===== src/hdl/per_sensor_stats_outlier_engine_assert.svh =====
// ----------------------------------------------------------------------------
// per_sensor_stats_outlier_engine_assert.svh
// assertion macros shared by the statistics engine modules
// ----------------------------------------------------------------------------
`ifndef PER_SENSOR_STATS_OUTLIER_ENGINE_ASSERT_SVH
`define PER_SENSOR_STATS_OUTLIER_ENGINE_ASSERT_SVH

`ifndef NO_ASSERTIONS
// implication checked on every clock edge outside reset
`define PSSO_ASSERT(lbl, prop, msg) \
  lbl: assert property (@(posedge clk) disable iff (!rst_n) prop) else $error(msg);
// condition in one cycle implies a result in the next cycle
`define PSSO_ASSERT_NEXT(lbl, cond, res, msg) \
  lbl: assert property (@(posedge clk) disable iff (!rst_n) (cond) |=> (res)) else $error(msg);
`else
`define PSSO_ASSERT(lbl, prop, msg)
`define PSSO_ASSERT_NEXT(lbl, cond, res, msg)
`endif

`endif


===== src/hdl/psso_ram.sv =====
// ----------------------------------------------------------------------------
// psso_ram
// generic simple dual-port ram, one write and one registered read port
// ----------------------------------------------------------------------------
`default_nettype none

module psso_ram #(
  parameter int WIDTH = 8,
  parameter int DEPTH = 16
) (
  input  logic                     clk,
  input  logic                     we,
  input  logic [$clog2(DEPTH)-1:0] waddr,
  input  logic [WIDTH-1:0]         wdata,
  input  logic                     re,
  input  logic [$clog2(DEPTH)-1:0] raddr,
  output logic [WIDTH-1:0]         rdata
);

  logic [WIDTH-1:0] mem [DEPTH];
  logic [WIDTH-1:0] rdata_r;

  always_ff @(posedge clk) begin
    if (we) begin
      mem[waddr] <= wdata;
    end
    if (re) begin
      rdata_r <= mem[raddr];
    end
  end

  assign rdata = rdata_r;

endmodule

`default_nettype wire


===== config.mk =====
export PLATFORM = sky130hd
export DESIGN_NAME = psso_ram
export DESIGN_NICKNAME = d
export VERILOG_FILES = /design/src/hdl/per_sensor_stats_outlier_engine_assert.svh /design/src/hdl/psso_ram.sv
export SDC_FILE = /design/constraint.sdc
export NUM_CORES = 1
export LEC_CHECK = 0
export ABC_AREA = 1
export BUFFER_PORTS_ARGS = -buffer_cell sky130_fd_sc_hd__buf_2
export CAP_MARGIN = 5
export CORE_ASPECT_RATIO = 1.5
export CORE_MARGIN = 2
export CORE_UTILIZATION = 30
export CTS_CLUSTER_DIAMETER = 200
export DETAILED_ROUTE_END_ITERATION = 12
export GPL_ROUTABILITY_DRIVEN = 0
export PLACE_DENSITY = 0.53
export SLEW_MARGIN = 20
export SYNTH_ARGS = -nofsm -noshare
export SYNTH_HDL_FRONTEND = slang
export SYNTH_SLANG_ARGS = --single-unit
export TNS_END_PERCENT = 50

===== constraint.sdc =====
create_clock -name clk -period 1 [get_ports clk]
set_input_delay 0.1 -clock clk [delete_from_list [all_inputs] [get_ports clk]]
set_output_delay 0.1 -clock clk [all_outputs]
set_load 0.005 [all_outputs]

# Word level (Yosys, flattened, before mapping)
# Memories as Yosys holds them, arrays and structs flattened. A register that Yosys moved wholly into a read port is not among the register bits.
# Index checks and enable logic that the tools add are counted.
# Widths: inputs -> output; s select.
word_totals:
  n_memories: 1
  regBits: 0
  mem_bits_rw: 128
  out_inout_bits: 8
classes:
  mux: 2
memory_table:
  columns: ["memory", "depth", "word_bits", "read_ports", "rd_ports_with_merged_regs", "write_ports", "line", "source"]
  rows:
  - ["mem", 16, 8, 1, 1, 1, "psso_ram.sv:20", "logic [WIDTH-1:0] mem [DEPTH];"]
op_table:
  columns: ["cell", "count"]
  rows:
  - ["$mux 1", 2]

# Logic depth before layout (Yosys ltp)
depth:
  depth_word: 2
  ltp_mapped: 8
  depth_no_buf: 7

# Worst setup path before layout
# Ideal clock, no wire load.
synth_path:
  kind: "input to register"
  startpoint: "input waddr[3]"
  endpoint: "memory mem[4][0] (enable)"
  cell_stages: 2
  arrival_time_ps: 681
  slack_ps: -51
  n_path_buf: 0
  setup_ps: 370
  t_required_ps: 630
  path_cell_list: "nand3b_1 nor2_1"
synth_rtl:
  columns: ["item", "line", "source"]
  rows:
  - ["start: declaration", "psso_ram.sv:13", "input logic [$clog2(DEPTH)-1:0] waddr,"]
  - ["end: declaration", "psso_ram.sv:20", null]
# No word-level cell before the write port.

# Worst setup path after layout
layout_path:
  startpoint: "register rdata_r[0] (netlist: rdata[0]) (read register of mem)"
  endpoint: "output rdata[0]"
layout_rtl:
  columns: ["item", "line", "source"]
  rows:
  - ["start: declaration", "psso_ram.sv:21", "logic [WIDTH-1:0] rdata_r;"]
  - ["end: declaration", "psso_ram.sv:17", "output logic [WIDTH-1:0] rdata"]
# No word-level cell between the ends.

==> flow_summary.json <==
{
  "syn_to_final_growth_pct": 22.9,
  "failed_checks": "setup timing",
  "static-leakage-power_nw": 3.06,
  "r2r-start": "mem[15][7]",
  "htree_num_levels": 4,
  "cell_at_the_root_of_the_clock_tree": "clkbuf_16",
  "numClockSinks": 136,
  "grt_start_max_net_pins": 43,
  "num-fill-cells": 1862,
  "chipHeight_um": 175,
  "detail_route.first_pass.iterations": 4,
  "start_util": 0.305,
  "layout_worst_path_cycle_share": 1.13,
  "crit_path_top_delay_cell": "edfxtp_1",
  "antenna_cell_count": 0,
  "min_path_type": "in2reg",
  "async_set_or_reset_register_ratio_after_synthesis": 0,
  "detailed_route_via_count": 3855,
  "p_int_mw": 10.5,
  "synth_flop_cell": "edfxtp_1",
  "max_cap_viol_count": 0,
  "cell_count_post_placement": 841,
  "synthesis.area_per_instance_sq_um": 10.6,
  "fin_skew_ns": 0.00765,
  "dp_worst_setup_slack_ns": -0.241,
  "tns_setup_ns": -0.646,
  "synth_cells": 551,
  "critPathLaunchType": "flip-flop",
  "routedLengthMet1_um": 5400,
  "max-vdd-ir-drop_mv": 1.04,
  "postSynthNetCount": 570,
  "cp_data_required_time_ns": 0.90,
  "floorplan.die_area_sq_um": 20600,
  "post_cts.repair.setup_buffers": 0,
  "topRoutingLayerUsed": "met4",
  "switching_share": 0.209,
  "cts_tree": "built",
  "path_buf_inv": 1,
  "globalRouteTotalUtil": 0.136,
  "result_of_the_run": "finished, violations left",
  "ctsLongestPathBuffers": 2,
  "path_delay_family": "flip-flops",
  "antenna_found_initial": 0,
  "rsz0062_at_grt": "true",
  "dp_hpwl_um": 9280,
  "synth_edf_count": 136,
  "timing.slew.headroom": 0.766,
  "cts_made_buffers": 17,
  "critical_path.max_stage_delay_ns": 0.45,
  "synth_largest_type_area_fraction": 0.698,
  "wl_met3_um": 430,
  "finalCriticalPeriod_ns": 1.13,
  "path_class": "reg2out",
  "crit_path_cell_trace": "buf_2",
  "final_max_slew_viol_count": 0,
  "routed_wirelength_um": 13500,
  "yosysWarnings": 0,
  "yosys-top-cells-count": "nand2_1, edfxtp_1, inv_1",
  "layout-drive-gt1-share": 0.204,
  "worstPathMaxFanout": 1,
  "worst_ep_arrival_time_ns": 1.03,
  "setup.reg_to_reg.worst_slack_ns": -0.07,
  "placement_rows": 62,
  "finalNonFillerCells": 870,
  "seq_power_share": 0.485,
  "setup_viol": 13,
  "design.final.nets": 623,
  "first_global_vias": 3986,
  "io_pins": 27,
  "place.port_buffers": 26,
  "setup.worst_path.end_class": "primary output",
  "rr_endpoint": "rdata[7]",
  "routedWlPerCell_um": 15.5,
  "die_width_um": 118,
  "netSwitchingPower_mw": 2.79,
  "ff2ff_path_depth": 6,
  "ys_top_cells_by_area": "edfxtp_1, nand2_1, nand3_1",
  "post-route-worst-setup-slack_ns": -0.126,
  "synth.distinct_cells": 11,
  "synth_sequential_area_ratio": 0.698,
  "netlist_area_sq_um": 5850,
  "pwr_density_cell_nw_per_um2": 1860,
  "share_of_power_burned_in_the_clock_network": 0.450,
  "hold_viol": 0,
  "wl_met2_um": 7240,
  "worst_slew_pin_slew_ns": 0.350,
  "post_drt_antenna_nets": 0,
  "synth_seq_cells": 136,
  "grt_overflow_total": 0,
  "cts.hold.buffers_added": 0,
  "worstSkewPairLatency_ns": 0.41,
  "power_frac_comb": 0.065,
  "drcViolationCount": 0,
  "via_per_inst": 4.43,
  "path_depth": 1,
  "post-synth-top-count-cell": "nand2_1",
  "postLayoutCoreUtil": 0.375,
  "first_pass_grt_wire_length_um": 21100,
  "yosys.area.top_type": "edfxtp_1",
  "fin_total_pwr_mw": 13.3,
  "clk_pin_slew_ns": 0.06,
  "core_region_area_sq_um": 19200,
  "max_freq_ghz": 0.888,
  "worstSetupEndpoint": "rdata[0]",
  "setup.worst_path.start": "rdata[0]",
  "first_iter_violations": 184
}
-- power by group through the flow --
stage | clock [mW] | combinational, mW | sequential, mW
after floorplan | 0 | 0.450 | 6.57
after detailed placement | 0 | 0.816 | 6.58
after CTS | 6.06 | 0.839 | 6.47
after global placement | 0 | 0.805 | 6.58
final | 6.00 | 0.871 | 6.46
after global routing | 6.30 | 0.973 | 6.47
-- metal layers --
metal / up-vias / global-route usage
met2: 79 / 0.248
li1: 1883 / -
met4: 0 / 0.0683
met1: 1872 / 0.149
met3: 21 / 0.0268
met5: - / 0
-- cells in the final DEF, fill, tap and decap left out, types with 17 or more instances in the layout --
cell type  count
edfxtp_1     136
nand3_1       64
nand2_1      167
nor2_1        17
inv_1         99
buf_2         26
nand3_2       33
buf_4         26
clkbuf_16     17
-- cells by family (layout without fill, tap and decap cells) --
kind of cell,after synthesis,in the layout,synth area share
buf+inv,126,189,0.0939
flops,136,136,0.698
simple gates,289,289,0.208
-- repair_timing --
action / in CTS / in global routing
endpoints found under the setup margin: 16 / 16
pin swaps: 26 / 19
hold endpoints to repair: 0 / 0
gates resized for setup: 11 / 29
-- through the flow --
stage | hold slack (ns) | cell area (sq um)
3_3_place_gp | 0.482 | 6450
5_1_grt | 0.0656 | 7190
4_1_cts | 0.0546 | 7060
2_1_floorplan | 0.199 | 5850
6_report | 0.0584 | 7190
3_5_place_dp | 0.484 | 6450
-- area by class of cell --
| cell class | count | area [sq um] | area share |
|---|---|---|---|
| clock buffers | 17 | 425 | 0.0592 |
| clock inverters | 12 | 136 | 0.0190 |
| inverters | 102 | 383 | 0.0533 |
| multi-input cells | 289 | 1390 | 0.194 |
| flip-flops and latches | 136 | 4080 | 0.568 |
| well taps | 256 | 320 | 0.0446 |
| repair buffers | 58 | 445 | 0.0620 |
-- sequential cells by signal, summed over array words and instances (netlist names) --
signal / cells
mem: 128
rdata: 8
-- worst min path at each step --
stage	slack [ns]	cells past startpoint	from	to
2_1_floorplan	0.20	0	wdata[0]	mem[0][0]
3_3_place_gp	0.48	1	re	rdata[3]
3_5_place_dp	0.48	1	re	rdata[3]
4_1_cts	0.05	1	re	rdata[0]
5_1_grt	0.07	1	re	rdata[0]
6_report	0.06	1	re	rdata[0]
(Power assumes the default switching activity.)
