`config.mk`:
```
export PLATFORM = sky130hd
export DESIGN_NAME = psso_div
export DESIGN_NICKNAME = d
export VERILOG_FILES = /design/src/hdl/per_sensor_stats_outlier_engine_assert.svh /design/src/hdl/psso_pkg.sv /design/src/hdl/psso_div.sv
export SDC_FILE = /design/constraint.sdc
export NUM_CORES = 1
export LEC_CHECK = 0
export ABC_AREA = 1
export BUFFER_PORTS_ARGS = -buffer_cell sky130_fd_sc_hd__buf_2
export CAP_MARGIN = 40
export CELL_PAD_IN_SITES_DETAIL_PLACEMENT = 1
export CELL_PAD_IN_SITES_GLOBAL_PLACEMENT = 1
export CORE_ASPECT_RATIO = 1.5
export CORE_MARGIN = 3
export CORE_UTILIZATION = 42
export CTS_BUF_LIST = sky130_fd_sc_hd__clkbuf_4 sky130_fd_sc_hd__clkbuf_8 sky130_fd_sc_hd__clkbuf_16
export DETAILED_ROUTE_END_ITERATION = 8
export PLACE_DENSITY = 0.89
export SLEW_MARGIN = 5
export SYNTH_ARGS = -nofsm -noshare
export SYNTH_HDL_FRONTEND = slang
export SYNTH_SLANG_ARGS = --single-unit
```
`constraint.sdc`:
```
create_clock -name clk -period 3.1 [get_ports clk]
set_clock_uncertainty 0.2 [all_clocks]
set_input_delay 0.31 -clock clk [delete_from_list [all_inputs] [get_ports clk]]
set_output_delay 0.31 -clock clk [all_outputs]
set_load 0.02 [all_outputs]
```
`src/hdl/per_sensor_stats_outlier_engine_assert.svh`:
```
// ----------------------------------------------------------------------------
// per_sensor_stats_outlier_engine_assert.svh
// assertion macros shared by the statistics engine modules
// ----------------------------------------------------------------------------
`ifndef PER_SENSOR_STATS_OUTLIER_ENGINE_ASSERT_SVH
`define PER_SENSOR_STATS_OUTLIER_ENGINE_ASSERT_SVH

`ifndef NO_ASSERTIONS
// implication checked on every clock edge outside reset
`define PSSO_ASSERT(lbl, prop, msg) \
  lbl: assert property (@(posedge clk) disable iff (!rst_n) prop) else $error(msg);
// condition in one cycle implies a result in the next cycle
`define PSSO_ASSERT_NEXT(lbl, cond, res, msg) \
  lbl: assert property (@(posedge clk) disable iff (!rst_n) (cond) |=> (res)) else $error(msg);
`else
`define PSSO_ASSERT(lbl, prop, msg)
`define PSSO_ASSERT_NEXT(lbl, cond, res, msg)
`endif

`endif

```
`src/hdl/psso_pkg.sv`:
```
// ----------------------------------------------------------------------------
// psso_pkg
// shared types and constants of the per-sensor statistics engine
// ----------------------------------------------------------------------------
`default_nettype none

package psso_pkg;

  localparam int NUM_SENSORS = 1024;
  localparam int IDX_W       = $clog2(NUM_SENSORS);
  localparam int LIMB_W      = 32;
  localparam int LIMBS       = 5;
  localparam int BIG_W       = LIMB_W * LIMBS;
  localparam int MEAN_QW     = 17;

  localparam logic [31:0] CNT_MAX = 32'hFFFF_FFFF;

  localparam logic CMD_ACC  = 1'b0;
  localparam logic CMD_TEST = 1'b1;

  localparam logic [1:0] STATUS_ALERT = 2'd1;
  localparam logic [1:0] STATUS_CRIT  = 2'd2;

  localparam logic signed [15:0] SAMPLE_MAX = 16'sh7FFF;
  localparam logic signed [15:0] SAMPLE_MIN = 16'sh8000;
  localparam logic signed [47:0] E48_MAX    = 48'sh7FFF_FFFF_FFFF;
  localparam logic signed [47:0] E48_MIN    = 48'sh8000_0000_0000;

  typedef logic [BIG_W-1:0] big_t;

  typedef struct packed {
    logic               active;
    logic [31:0]        count;
    logic signed [47:0] sum;
    logic [63:0]        sq;
    logic signed [15:0] min_v;
    logic signed [15:0] max_v;
  } entry_t;

  localparam int ENTRY_W = $bits(entry_t);

  localparam entry_t ENTRY_RESET = '{
    active: 1'b0,
    count:  32'd0,
    sum:    48'sd0,
    sq:     64'd0,
    min_v:  SAMPLE_MAX,
    max_v:  SAMPLE_MIN
  };

  typedef struct packed {
    logic [31:0]        count;
    logic signed [47:0] sum;
    logic [63:0]        sq;
    logic signed [15:0] x;
  } stat_t;

endpackage

`default_nettype wire

```
`src/hdl/psso_div.sv`:
```
// ----------------------------------------------------------------------------
// psso_div
// mean unit: signed sum over unsigned count, one quotient bit per cycle
// ----------------------------------------------------------------------------
`default_nettype none

module psso_div
  import psso_pkg::*;
(
  input  logic               clk,
  input  logic               rst_n,
  input  logic               start,
  input  logic signed [47:0] sum,
  input  logic [31:0]        count,
  output logic               busy,
  output logic signed [15:0] mean
);

  logic                       busy_r;
  logic [$clog2(MEAN_QW)-1:0] step_r;
  logic [31:0]                rem_r;
  logic [31:0]                den_r;
  logic [MEAN_QW-1:0]         low_r;
  logic [MEAN_QW-1:0]         quo_r;
  logic                       neg_r;

  logic [47:0]        mag;
  logic [32:0]        trial;
  logic               ge;
  logic [32:0]        diff;
  logic [MEAN_QW-1:0] quo_neg;

  assign mag     = sum[47] ? (~sum + 48'd1) : sum;
  assign trial   = {rem_r, low_r[MEAN_QW-1]};
  assign ge      = trial >= {1'b0, den_r};
  assign diff    = trial - {1'b0, den_r};
  assign quo_neg = ~quo_r + 1'b1;

  always_ff @(posedge clk) begin
    if (!rst_n) begin
      busy_r <= 1'b0;
    end else if (start) begin
      busy_r <= 1'b1;
    end else if (busy_r && step_r == ($clog2(MEAN_QW))'(MEAN_QW - 1)) begin
      busy_r <= 1'b0;
    end
  end

  always_ff @(posedge clk) begin
    if (start) begin
      rem_r  <= 32'(mag >> MEAN_QW);
      low_r  <= mag[MEAN_QW-1:0];
      quo_r  <= '0;
      neg_r  <= sum[47];
      den_r  <= count;
      step_r <= '0;
    end else if (busy_r) begin
      rem_r  <= ge ? diff[31:0] : trial[31:0];
      low_r  <= {low_r[MEAN_QW-2:0], 1'b0};
      quo_r  <= {quo_r[MEAN_QW-2:0], ge};
      step_r <= step_r + 1'b1;
    end
  end

  assign busy = busy_r;
  assign mean = neg_r ? quo_neg[15:0] : quo_r[15:0];

endmodule

`default_nettype wire

```
### Word level (Yosys, flattened, before mapping)

Index checks and enable logic that the tools add are counted.

* equal/unequal tests: 1
* multiplexer cells: 9
* bitwise logic cells: 2
* reductions and logical operators: 3
* $lt $le $gt $ge: 1
* $add $sub $neg: 4

Operators by type and width (count)
* two-way mux 31 bit: 2
* adder 48 x 1 -> 48 bit, second input constant: 1
* two-way mux 48 bit: 1
* NOT 48 bit: 1
* two-way mux 17 bit: 2
* greater-or-equal comparator 33 x 32 -> 1 bit: 1
* two-way mux 32 bit: 1
* subtractor 32 bit: 1
* adder 16 x 1 -> 16 bit, second input constant: 1
* two-way mux 16 bit: 1
* NOT 16 bit: 1
* adder 5 x 1 -> 5 bit, second input constant: 1
* == test 5 bit, second input constant: 1
* nonzero test 2 bit: 2
* two-way mux 1 bit: 2
* logical AND 1 bit: 1

* bits of input ports: 83
* output and inout port bits: 17
* logic and storage cells: 28
* register bits: 104

### Logic depth before layout (Yosys ltp)

Gate-level depths: netlist of run 1.

* depth in word-level cells: 4
* mapped depth: 17

### Worst setup path before layout of run 1

OpenSTA, ideal clock, no wires.

* path kind: reg2reg
* start: register busy_r (netlist: busy)
* end: register low_r[0] (enable)
* required time: 2469 ps
* period minus slack after synthesis: 2894 ps
* stages on the path, launching flop included: 4
* library setup time: 431 ps
* buffers on the path: 1
* arrival: 2263 ps
* setup slack: 206 ps
* cells stage by stage: dfxtp_1 > nor2_1 > clkinv_1 > clkbuf_1

* longest elaborated chain between the ends: 1

Ends and longest elaborated chain
* from (decl): line psso_div.sv:19 `logic busy_r;`
* from (signal assigned): line psso_div.sv:41 `busy_r <= 1'b0;`
* from (signal assigned): line psso_div.sv:43 `busy_r <= 1'b1;`
* from (signal assigned): line psso_div.sv:45 `busy_r <= 1'b0;`
* nonzero test 2 bit (no line)
* to (signal assigned): line psso_div.sv:52 `low_r <= mag[MEAN_QW-1:0];`
* to (signal assigned): line psso_div.sv:59 `low_r <= {low_r[MEAN_QW-2:0], 1'b0};`
* to (decl): line psso_div.sv:23 `logic [MEAN_QW-1:0] low_r;`

No other way between the ends.
A chain may end at the register's enable or synchronous reset.

### Worst setup path after layout of run 1

* start: register low_r[16]
* end: register rem_r[20] (data pin)

* longest elaborated chain between the ends: 4

Ends and longest elaborated chain
* subtractor 32 bit / greater-or-equal comparator 33 x 32 -> 1 bit (equally long branches): line psso_div.sv:36, psso_div.sv:35
* two-way mux 32 bit (*): line psso_div.sv:58 `rem_r <= ge ? diff[31:0] : trial[31:0];`
* two-way mux 31 bit (*): line psso_div.sv:57 `end else if (busy_r) begin`
* two-way mux 31 bit (*): line psso_div.sv:50 `if (start) begin`
* to (signal assigned): line psso_div.sv:51 `rem_r <= 32'(mag >> MEAN_QW);`
* to (signal assigned): line psso_div.sv:58
* to (decl): line psso_div.sv:21 `logic [31:0] rem_r;`

Every way passes the cells marked *; elsewhere a longest branch is shown, timed or not. The select of a mux whose other input is x is not followed.

==> results.json, run 1 <==
{
  "fin_nets": 1640,
  "regToRegStartpoint": "low_r[16]",
  "syn_area_mm2": 0.00886,
  "clockRootBuffer": "clkbuf_16",
  "num_rows": 64,
  "ir_drop_mv": 0.390,
  "wl_mm": 29.8,
  "async_reset_ff_share_pct": 0,
  "crit_fanout": 5,
  "rr_worst_depth": 14,
  "syn2layout_area_growth_pct": 15.7,
  "critical-path-max-stage-delay_ns": 0.47,
  "endpoint_kind": "register",
  "synth_top_area_share_pct": 27.4,
  "crit_chain": "inv_1, ha_1, inv_1, fa_1, nand2_1, nand2_1, nand3_1, nand3_1, nand2_1, nand3b_1, nand2_1, nand2_1, nand3_1, nand2_1",
  "power_density_mw_per_mm2": 582,
  "fin_crit_ns": 2.78,
  "grt_pass1_wl_mm": 48.3,
  "layout_common_cells": "nand2_1 (495), inv_1 (277), nor2_1 (119), nand3_1 (100), buf_2 (99)",
  "initial_core_util_pct": 43.1,
  "cts_setup_buffers": 0,
  "postSynthCellCount": 1394,
  "die_width_um": 125,
  "slew_headroom_pct": 48.8,
  "vias": 9226,
  "path_class": "reg -> reg",
  "met3_length_um": 877,
  "h-tree-depth": 3,
  "leakage_nw": 5.38,
  "worstHoldStart": "sum[0]",
  "dieHeight_um": 184,
  "required_ns": 3.03,
  "drive_above_1_share_pct": 9.70,
  "via_per_inst": 5.16,
  "routed.top_layer": "met4",
  "clock_sinks": 104,
  "setup_viol": 0,
  "outcome": "complete, no violations",
  "critPathTopFamily": "simple AND/OR/NAND/NOR gates",
  "min_path_cells": 3,
  "timing.fmax_ghz": 0.360,
  "cts_buffers": 9,
  "postSynthAreaPerCell_um2": 6.36,
  "routabilityCongestion": 0.925,
  "drtAntennaViolNets": 0,
  "grt_pass1_vias": 9687,
  "tightest_slew_ns": 0.767,
  "max_cap_violations": 0,
  "critical_path_depth": 14,
  "final_hold_viol_count": 0,
  "multi_input_area_mm2": 0.00477,
  "ys.flop_type": "edfxtp_1",
  "drt_iter0_drc": 378,
  "dr.pass1.iters": 4,
  "dpl.hpwl_mm": 23.7,
  "maxSlewViolCount": 0,
  "finalSetupTns_ns": 0,
  "portBuffers": 99,
  "crit_top_cell": "nand2_1",
  "grt_max_degree": 60,
  "regArea_mm2": 0.00289,
  "antennaDiodeCount": 0,
  "cp_num_buf_inv": 2,
  "synthTopCellsByArea": "edfxtp_1 (27%), nand2_1 (21%), inv_1 (12%)",
  "rsz0062_at_grt": "false",
  "route.detailed.drc": 0,
  "wl_per_cell_um": 16.7,
  "arrival_ns": 2.71,
  "fin_crit_sh_pct": 89.7,
  "seq_area_frac_synth_pct": 32.6,
  "antenna_found_initial": 0,
  "worst_setup_path_start_kind": "register",
  "synth_cell_types": 40,
  "gr-total-overflow": 0,
  "critPathSlowestCell": "fa_1",
  "postLayoutCoreUtil_pct": 49.8,
  "dieArea_mm2": 0.0229,
  "synth_edf_count": 81,
  "met2_length_mm": 16.2,
  "yosys_warnings": 0,
  "wl_met1_mm": 11.5,
  "ys_ff_latch": 104,
  "clkLatencyLatePin_ns": 0.37,
  "coreArea_mm2": 0.0206,
  "hp-class": "in -> reg",
  "cts_tree": "built",
  "cts_buffer_depth": 2,
  "io_pins": 100,
  "cts.clk_slew.worst_paths_ns": 0.08,
  "mostFrequentLayoutCell": "nand2_1",
  "n_fill_cell": 2823,
  "syn-num-nets": 1514,
  "crit_start": "low_r[16]",
  "grtUsageTotal_pct": 26.2,
  "yosys.area.top_type": "edfxtp_1"
}
[routing by layer]
metal | global-route usage, % | up-vias
li1 | - | 4598
met1 | 28.1 | 4417
met2 | 50.8 | 149
met3 | 3.11 | 62
met4 | 12.0 | 0
met5 | 0 | -
[final cells by class]
| type | count | share of cell area, % |
|---|---|---|
| clock buffer | 10 | 2.27 |
| sequential | 104 | 28.2 |
| timing repair buffer | 142 | 9.03 |
| inverter | 281 | 10.3 |
| multi-input combinational | 982 | 46.5 |
| clock inverter | 6 | 0.488 |
| tap | 264 | 3.22 |
[where the power goes]
part           switching, mW  total, mW  internal, mW  leakage [nW]
Clock                  0.602       1.17         0.567         0.135
Combinational           1.97       2.92         0.953          4.24
Sequential             0.121       1.87          1.75          1.00
[what timing repair did]
action / CTS / global route
hold endpoints to repair: 33 / 0
hold buffers: 33 / 0
setup endpoints to repair: 0 / 32
resized for setup: 0 / 2
[cell usage after synthesis (2+ instances only)]
cell type / n
xnor2_1: 16
nand2_1: 495
nand3_1: 100
nand3b_1: 7
nor2_1: 120
nor2_2: 10
clkbuf_1: 14
a21oi_1: 37
buf_6: 6
buf_2: 6
ha_1: 36
inv_2: 2
xor2_1: 31
dfxtp_1: 23
clkinv_1: 2
nand3_2: 2
a31oi_1: 2
o31ai_1: 3
nand4_1: 25
edfxtp_1: 81
o22ai_1: 15
nor3_1: 17
nand2_2: 2
o21ai_0: 50
inv_1: 277
[worst reg2reg max path, stage by stage, from the launching register on]
cell and delay, ns:
edfxtp_1 0.36, inv_1 0.09, ha_1 0.14, inv_1 0.12
fa_1 0.47, nand2_1 0.10, nand2_1 0.11, nand3_1 0.09
nand3_1 0.24, nand2_1 0.19, nand3b_1 0.10, nand2_1 0.09
nand2_1 0.06, nand3_1 0.11, nand2_1 0.06
[metrics by stage]
| stage | area, um^2 | cells | setup slack [ns] | hold slack [ns] | power [mW] |
|---|---|---|---|---|---|
| CTS | 10200 | 1789 | 0.147 | 0.0144 | 5.98 |
| finish | 10300 | 1789 | 0.319 | 0.0205 | 5.96 |
| floorplan | 8860 | 1394 | 0.206 | 0.209 | 3.98 |
| global route | 10300 | 1789 | 0.00765 | 0.0386 | 6.45 |
| global placement | 9630 | 1740 | 0.268 | 0.280 | 4.64 |
| detailed placement | 9630 | 1740 | 0.199 | 0.289 | 4.75 |
[logic make-up after synthesis]
logic type,after synthesis,synth area share [%]
flip-flops,104,32.6
adder cells (fa/ha/maj),37,5.31
XOR/XNOR,47,4.64
buffers and inverters,308,13.7
AND/OR/NAND/NOR,786,36.9
AO/OA/AOI/OAI,112,6.82
[sequential cells by signal (all words and copies together) (netlist names)]
name and flops:
quo_r 16, step_r 5, low_r 17, neg_r 1, den_r 32, busy 1, rem_r 32
[worst paths after layout]
path         slack (ns)         to
max                0.32  rem_r[20]
max reg2reg        0.32  rem_r[20]
min reg2reg        0.34  step_r[0]
min                0.02   low_r[0]
Power figures use the tool's default switching activity.
==> inputs of run 2 (changes only) <==
--- a/config.mk
+++ b/config.mk
@@ -10,7 +10,7 @@
 export CAP_MARGIN = 40
 export CELL_PAD_IN_SITES_DETAIL_PLACEMENT = 1
 export CELL_PAD_IN_SITES_GLOBAL_PLACEMENT = 1
-export CORE_ASPECT_RATIO = 1.5
+export CORE_ASPECT_RATIO = 0.75
 export CORE_MARGIN = 3
 export CORE_UTILIZATION = 42
 export CTS_BUF_LIST = sky130_fd_sc_hd__clkbuf_4 sky130_fd_sc_hd__clkbuf_8 sky130_fd_sc_hd__clkbuf_16
==> run 2 against run 1 <==
Effect of this change:
- global-route usage rose by 1.1 points
- final area up 1.1%
- first-iteration DRC count grew 92%
- clock-buffer cell count increased by 1
- non-clock buffer count is 6 higher
- die area about the same
- via count up 3.5%
- highest routed layer unchanged
==> results.json, run 2 (same netlist as run 1, synthesis figures left out) <==
{
  "outcome": "complete, no violations",
  "dpl.hpwl_mm": 24.8,
  "regArea_mm2": 0.00289,
  "final_cell_area_mm2": 0.0104,
  "crit_fanout": 16,
  "h-tree-depth": 3,
  "maxSlewViolCount": 0,
  "p_sw_mw": 2.85,
  "finalPower_mw": 6.24,
  "critical-path-max-stage-delay_ns": 0.40,
  "grt_max_degree": 35,
  "p_int_mw": 3.39,
  "drive_above_1_share_pct": 10.1,
  "die_width_um": 174,
  "layout_common_cells": "nand2_1 (495), inv_1 (277), nor2_1 (120), nand3_1 (100), buf_2 (99)",
  "cts_buffers": 9,
  "grtUsageTotal_pct": 27.3,
  "critPathSlowestCell": "edfxtp_1",
  "final_hold_viol_count": 0,
  "tightest_slew_ns": 0.805,
  "drt_iter0_drc": 725,
  "via_per_inst": 5.27,
  "power.combinational.fraction_pct": 50.3,
  "post-place-ws_ns": 0.236,
  "antennaDiodeCount": 0,
  "fin_nets": 1647,
  "dpl_cell_area_mm2": 0.00968,
  "coreArea_mm2": 0.0205,
  "pwr-share-seq_pct": 29.7,
  "cts.clk_slew.worst_paths_ns": 0.08,
  "portBuffers": 99,
  "timing.fmax_ghz": 0.337,
  "ir_drop_mv": 0.300,
  "clockRootBuffer": "clkbuf_16",
  "gr-total-overflow": 0,
  "dieHeight_um": 132,
  "endpoint_kind": "register",
  "route.detailed.drc": 0,
  "arrival_ns": 2.89,
  "initial_core_util_pct": 43.2,
  "crit_chain": "ha_1, nand2_1, nor2_1, nand4_1, nor2_1, nand3_1, nand4_4, nand2_1, nand3_1, nand2_1",
  "cts_buffer_depth": 2,
  "io_pins": 100,
  "power.share.clock_pct": 19.9,
  "finalSetupTns_ns": 0,
  "dp_cells": 1763,
  "dr.pass1.iters": 5,
  "wl_mm": 31.9,
  "required_ns": 3.02,
  "antenna_found_initial": 0,
  "critPathTopFamily": "simple AND/OR/NAND/NOR gates",
  "slew_headroom_pct": 46.2,
  "p_sw_share_pct": 45.7,
  "fin_crit_sh_pct": 95.8,
  "crit_top_cell": "nand2_1",
  "regToRegSetupSlack_ns": 0.13,
  "dieArea_mm2": 0.0229,
  "grt_pass1_vias": 9598,
  "max_cap_violations": 0,
  "finalWorstSetupSlack_ns": 0.132,
  "num_rows": 45,
  "clock_sinks": 104,
  "mostFrequentLayoutCell": "nand2_1",
  "top_regs": "den_r: 32 flops, rem_r: 32 flops, low_r: 17 flops",
  "path_class": "reg -> reg",
  "cts_tree": "built",
  "setup_viol": 0,
  "routabilityCongestion": 0.977,
  "grt_pass1_wl_mm": 49.9,
  "instances_no_fill": 1814,
  "drtAntennaViolNets": 0,
  "hp-class": "in -> reg",
  "power_density_mw_per_mm2": 602,
  "cp_num_buf_inv": 0,
  "vias": 9552,
  "clkLatencyLatePin_ns": 0.38,
  "wl_per_cell_um": 17.6,
  "worst_setup_path_start_kind": "register",
  "multi_input_area_mm2": 0.00478,
  "fin_crit_ns": 2.97,
  "n_fill_cell": 2864,
  "syn2layout_area_growth_pct": 16.9,
  "leakage_nw": 5.43
}
-- run 2: cell count changes in the layout (fill, tap and decap cells not counted), sizes merged --
| cell | delta |
|---|---|
| inv | +1 |
| buf | +6 |
| clkinvlp | -2 |
| clkbuf | +1 |
| nand4 | +1 |
-- run 2: through the flow --
step / utilization [%] / hold slack, ns
floorplan: - / 0.209
global placement: 47.2 / 0.272
detailed placement: 47.2 / 0.283
CTS: 50.3 / 0.00137
global route: 50.6 / 0.0491
finish: 50.6 / 0.0140
-- run 2: tightest hold or removal path, stage by stage --
cell     delay, ns
buf_2         0.09
nand2_1       0.05
inv_1         0.04
-- run 2: layer usage --
| metal | part of all wire (%) | track usage [%] |
|---|---|---|
| met2 | 44 | 42.8 |
| met5 | 0 | 0 |
| met4 | 2.3 | 8.04 |
| met3 | 7.3 | 5.41 |
| met1 | 47 | 38.2 |
-- run 2: cell type report --
cell class	count	area share (%)
Clock buffer	11	2.49
Inverter	281	10.2
Clock inverter	5	0.495
Tap cell	282	3.40
Sequential cell	104	27.9
Timing Repair Buffer	148	9.37
Multi-Input combinational cell	983	46.2
-- run 2: path summary, 6_finish.rpt --
path | startpoint | endpoint | cells past startpoint
worst min-delay path | sum[0] | low_r[0] | 3
worst max-delay path | rem_r[6] | rem_r[17] | 10
worst min register to register | rem_r[31] | rem_r[31] | 2
worst max register to register | rem_r[6] | rem_r[17] | 10
-- run 2: repair_timing --
item,in CTS,in global routing
hold buffers,33,0
setup buffers,0,1
setup endpoints to repair,0,3
hold endpoints to repair,33,0
resized for setup,0,2
-- run 2: power groups by stage --
stage / Sequential (mW) / Combinational [mW] / Clock [mW]
floorplan: 1.85 / 2.13 / 0
global placement: 1.87 / 2.82 / 0
detailed placement: 1.88 / 2.95 / 0
CTS: 1.85 / 3.01 / 1.27
global route: 1.88 / 3.47 / 1.33
finish: 1.86 / 3.14 / 1.24
==> inputs of run 3 (changes only) <==
--- a/config.mk
+++ b/config.mk
@@ -8,14 +8,14 @@
 export ABC_AREA = 1
 export BUFFER_PORTS_ARGS = -buffer_cell sky130_fd_sc_hd__buf_2
 export CAP_MARGIN = 40
-export CELL_PAD_IN_SITES_DETAIL_PLACEMENT = 1
-export CELL_PAD_IN_SITES_GLOBAL_PLACEMENT = 1
+export CELL_PAD_IN_SITES_DETAIL_PLACEMENT = 2
+export CELL_PAD_IN_SITES_GLOBAL_PLACEMENT = 2
 export CORE_ASPECT_RATIO = 0.75
 export CORE_MARGIN = 3
-export CORE_UTILIZATION = 42
+export CORE_UTILIZATION = 33
 export CTS_BUF_LIST = sky130_fd_sc_hd__clkbuf_4 sky130_fd_sc_hd__clkbuf_8 sky130_fd_sc_hd__clkbuf_16
 export DETAILED_ROUTE_END_ITERATION = 8
-export PLACE_DENSITY = 0.89
+export PLACE_DENSITY = 0.9
 export SLEW_MARGIN = 5
 export SYNTH_ARGS = -nofsm -noshare
 export SYNTH_HDL_FRONTEND = slang
==> constraint.sdc (replaced) <==
create_clock -name clk -period 3.2 [get_ports clk]
set_clock_uncertainty 0.2 [all_clocks]
set_input_delay 0.32 -clock clk [delete_from_list [all_inputs] [get_ports clk]]
set_output_delay 0.32 -clock clk [all_outputs]
set_load 0.02 [all_outputs]
==> run 3 against run 2 <==
Effect of this change:
- die area grew 26%
- final cell count increased by 3.1%
- global-route usage is essentially flat
- final area up 0.47%
- core utilization down 11 points
- register-to-register slack is essentially flat
- sequential share of layout area fell by 0.13 points
- power grew 1.6%
- largest cell class unchanged
- largest power group unchanged
==> results.json, run 3 (same netlist as run 1, synthesis figures left out) <==
{
  "p_sw_share_pct": 48.0,
  "p_int_mw": 3.30,
  "regToRegStartpoint": "rem_r[27]",
  "wl_per_cell_um": 21.1,
  "regArea_mm2": 0.00289,
  "dieHeight_um": 148,
  "setup_viol": 0,
  "n_fill_cell": 3249,
  "path_class": "reg -> reg",
  "slew_headroom_pct": 42.7,
  "via_per_inst": 5.22,
  "fin_nets": 1642,
  "timing.fmax_ghz": 0.326,
  "worst_setup_path_start_kind": "register",
  "ir_drop_mv": 0.379,
  "die_width_um": 195,
  "drt_iter0_drc": 586,
  "clock_sinks": 104,
  "dp_cells": 1822,
  "fin_crit_sh_pct": 95.9,
  "layout_common_cells": "nand2_1 (494), inv_1 (277), nor2_1 (117), nand3_1 (100), buf_2 (100)",
  "initial_core_util_pct": 33.9,
  "p_sw_mw": 3.04,
  "instances_no_fill": 1871,
  "grt_pass1_vias": 10800,
  "dr.pass1.iters": 5,
  "power_density_mw_per_mm2": 609,
  "arrival_ns": 3.15,
  "postLayoutCoreUtil_pct": 39.8,
  "grt_pass1_wl_mm": 61.6,
  "power.share.clock_pct": 20.2,
  "fin_crit_ns": 3.07,
  "dpl.hpwl_mm": 29.4,
  "syn2layout_area_growth_pct": 17.5,
  "max_cap_violations": 0,
  "routabilityCongestion": 0.910,
  "route.detailed.drc": 0,
  "cts_tree": "built",
  "cp_num_buf_inv": 1,
  "num_rows": 51,
  "coreArea_mm2": 0.0262,
  "finalPower_mw": 6.34,
  "r2r_end": "rem_r[31]",
  "vias": 9767,
  "wl_mm": 39.5,
  "multi_input_area_mm2": 0.00479,
  "min_path_cells": 3,
  "cts_buffers": 9,
  "tightest_slew_ns": 0.859,
  "dpl_cell_area_mm2": 0.00975,
  "portBuffers": 99,
  "leakage_nw": 5.41,
  "rsz0062_at_grt": "false",
  "rr_worst_depth": 12,
  "hp-class": "in -> reg",
  "regToRegSetupSlack_ns": 0.13,
  "drive_above_1_share_pct": 10.3,
  "critPathTopFamily": "simple AND/OR/NAND/NOR gates",
  "grt_max_degree": 41,
  "cts.clk_slew.worst_paths_ns": 0.10,
  "worstHoldStart": "rst_n",
  "crit_top_cell": "nand2_1",
  "finalWorstSetupSlack_ns": 0.131,
  "drtAntennaViolNets": 0,
  "cts_buffer_depth": 2,
  "gr-total-overflow": 0,
  "endpoint_kind": "register",
  "outcome": "complete, no violations",
  "clkLatencyLatePin_ns": 0.39,
  "grtUsageTotal_pct": 27.3,
  "critPathSlowestCell": "edfxtp_1",
  "io_pins": 100,
  "top_regs": "den_r: 32 flops, rem_r: 32 flops, low_r: 17 flops",
  "power.combinational.fraction_pct": 51.2,
  "crit_chain": "ha_1, a21oi_1, nand2_1, nand2_1, nand2_1, a21oi_1, nand4_4, buf_4, nand2_1, nand2_1, nand2_1, nand2_1",
  "whs_ns": 0.0107,
  "mostFrequentLayoutCell": "nand2_1",
  "pwr-share-seq_pct": 28.7,
  "h-tree-depth": 3,
  "critical-path-max-stage-delay_ns": 0.40,
  "antennaDiodeCount": 0,
  "final_hold_viol_count": 0,
  "finalSetupTns_ns": 0,
  "min_to": "busy",
  "maxSlewViolCount": 0,
  "dieArea_mm2": 0.0289,
  "antenna_found_initial": 0,
  "final_cell_area_mm2": 0.0104,
  "crit_fanout": 15,
  "required_ns": 3.28,
  "cts_setup_buffers": 0,
  "post-place-ws_ns": 0.262,
  "clockRootBuffer": "clkbuf_16"
}
## run 3: cell types whose count changed in the layout (fill, tap and decap cells not counted), moves of 2 or more
cell / previous run / this run
inv_6: 2 / 0
ha_1: 36 / 33
buf_4: 14 / 10
nor2_1: 120 / 117
ha_2: 0 / 3
nor2_2: 10 / 12
## run 3: layout make-up
cell class	count	share of cell area, %
sequential	104	27.8
clock buffer	11	2.48
inverter	281	10.1
timing repair buffer	144	8.99
clock inverter	5	0.541
multi-input combinational	982	46.0
tap	344	4.13
## run 3: power groups by stage
stage | Sequential (mW) | Clock [mW] | Combinational, mW
after global placement | 1.82 | 0 | 2.83
after detailed placement | 1.83 | 0 | 3.02
after global routing | 1.84 | 1.34 | 3.58
after CTS | 1.81 | 1.28 | 3.16
final | 1.82 | 1.28 | 3.25
after floorplan | 1.79 | 0 | 2.07
## run 3: how the worst max path moves through the flow
| stage | from | to | slack [ns] | depth (start not counted) |
|---|---|---|---|---|
| global route | rem_r[6] | rem_r[0] | 0.02 | 16 |
| floorplan | start | low_r[0] | 0.31 | 4 |
| detailed placement | rem_r[27] | rem_r[31] | 0.26 | 12 |
| global placement | rem_r[15] | rem_r[17] | 0.30 | 11 |
| finish | rem_r[27] | rem_r[31] | 0.13 | 12 |
| CTS | rem_r[7] | rem_r[1] | 0.09 | 16 |
## run 3: worst min-delay path, stage by stage
cell	delay [ns]
buf_2	0.10
nand2_1	0.08
a41oi_1	0.06
## run 3: timing repair
action | CTS | global route
hold buffers | 32 | 0
gates resized for setup | 0 | 9
setup endpoints to repair | 0 | 30
hold endpoints to repair | 32 | 0
## run 3: layer usage
metal	part of all wire (%)	global-route usage, %	vias to the layer above
met5	0	0	-
met4	2.0	6.77	0
met3	3.9	4.08	49
met2	47	45.7	226
met1	47	37.1	4894
li1	-	-	4598
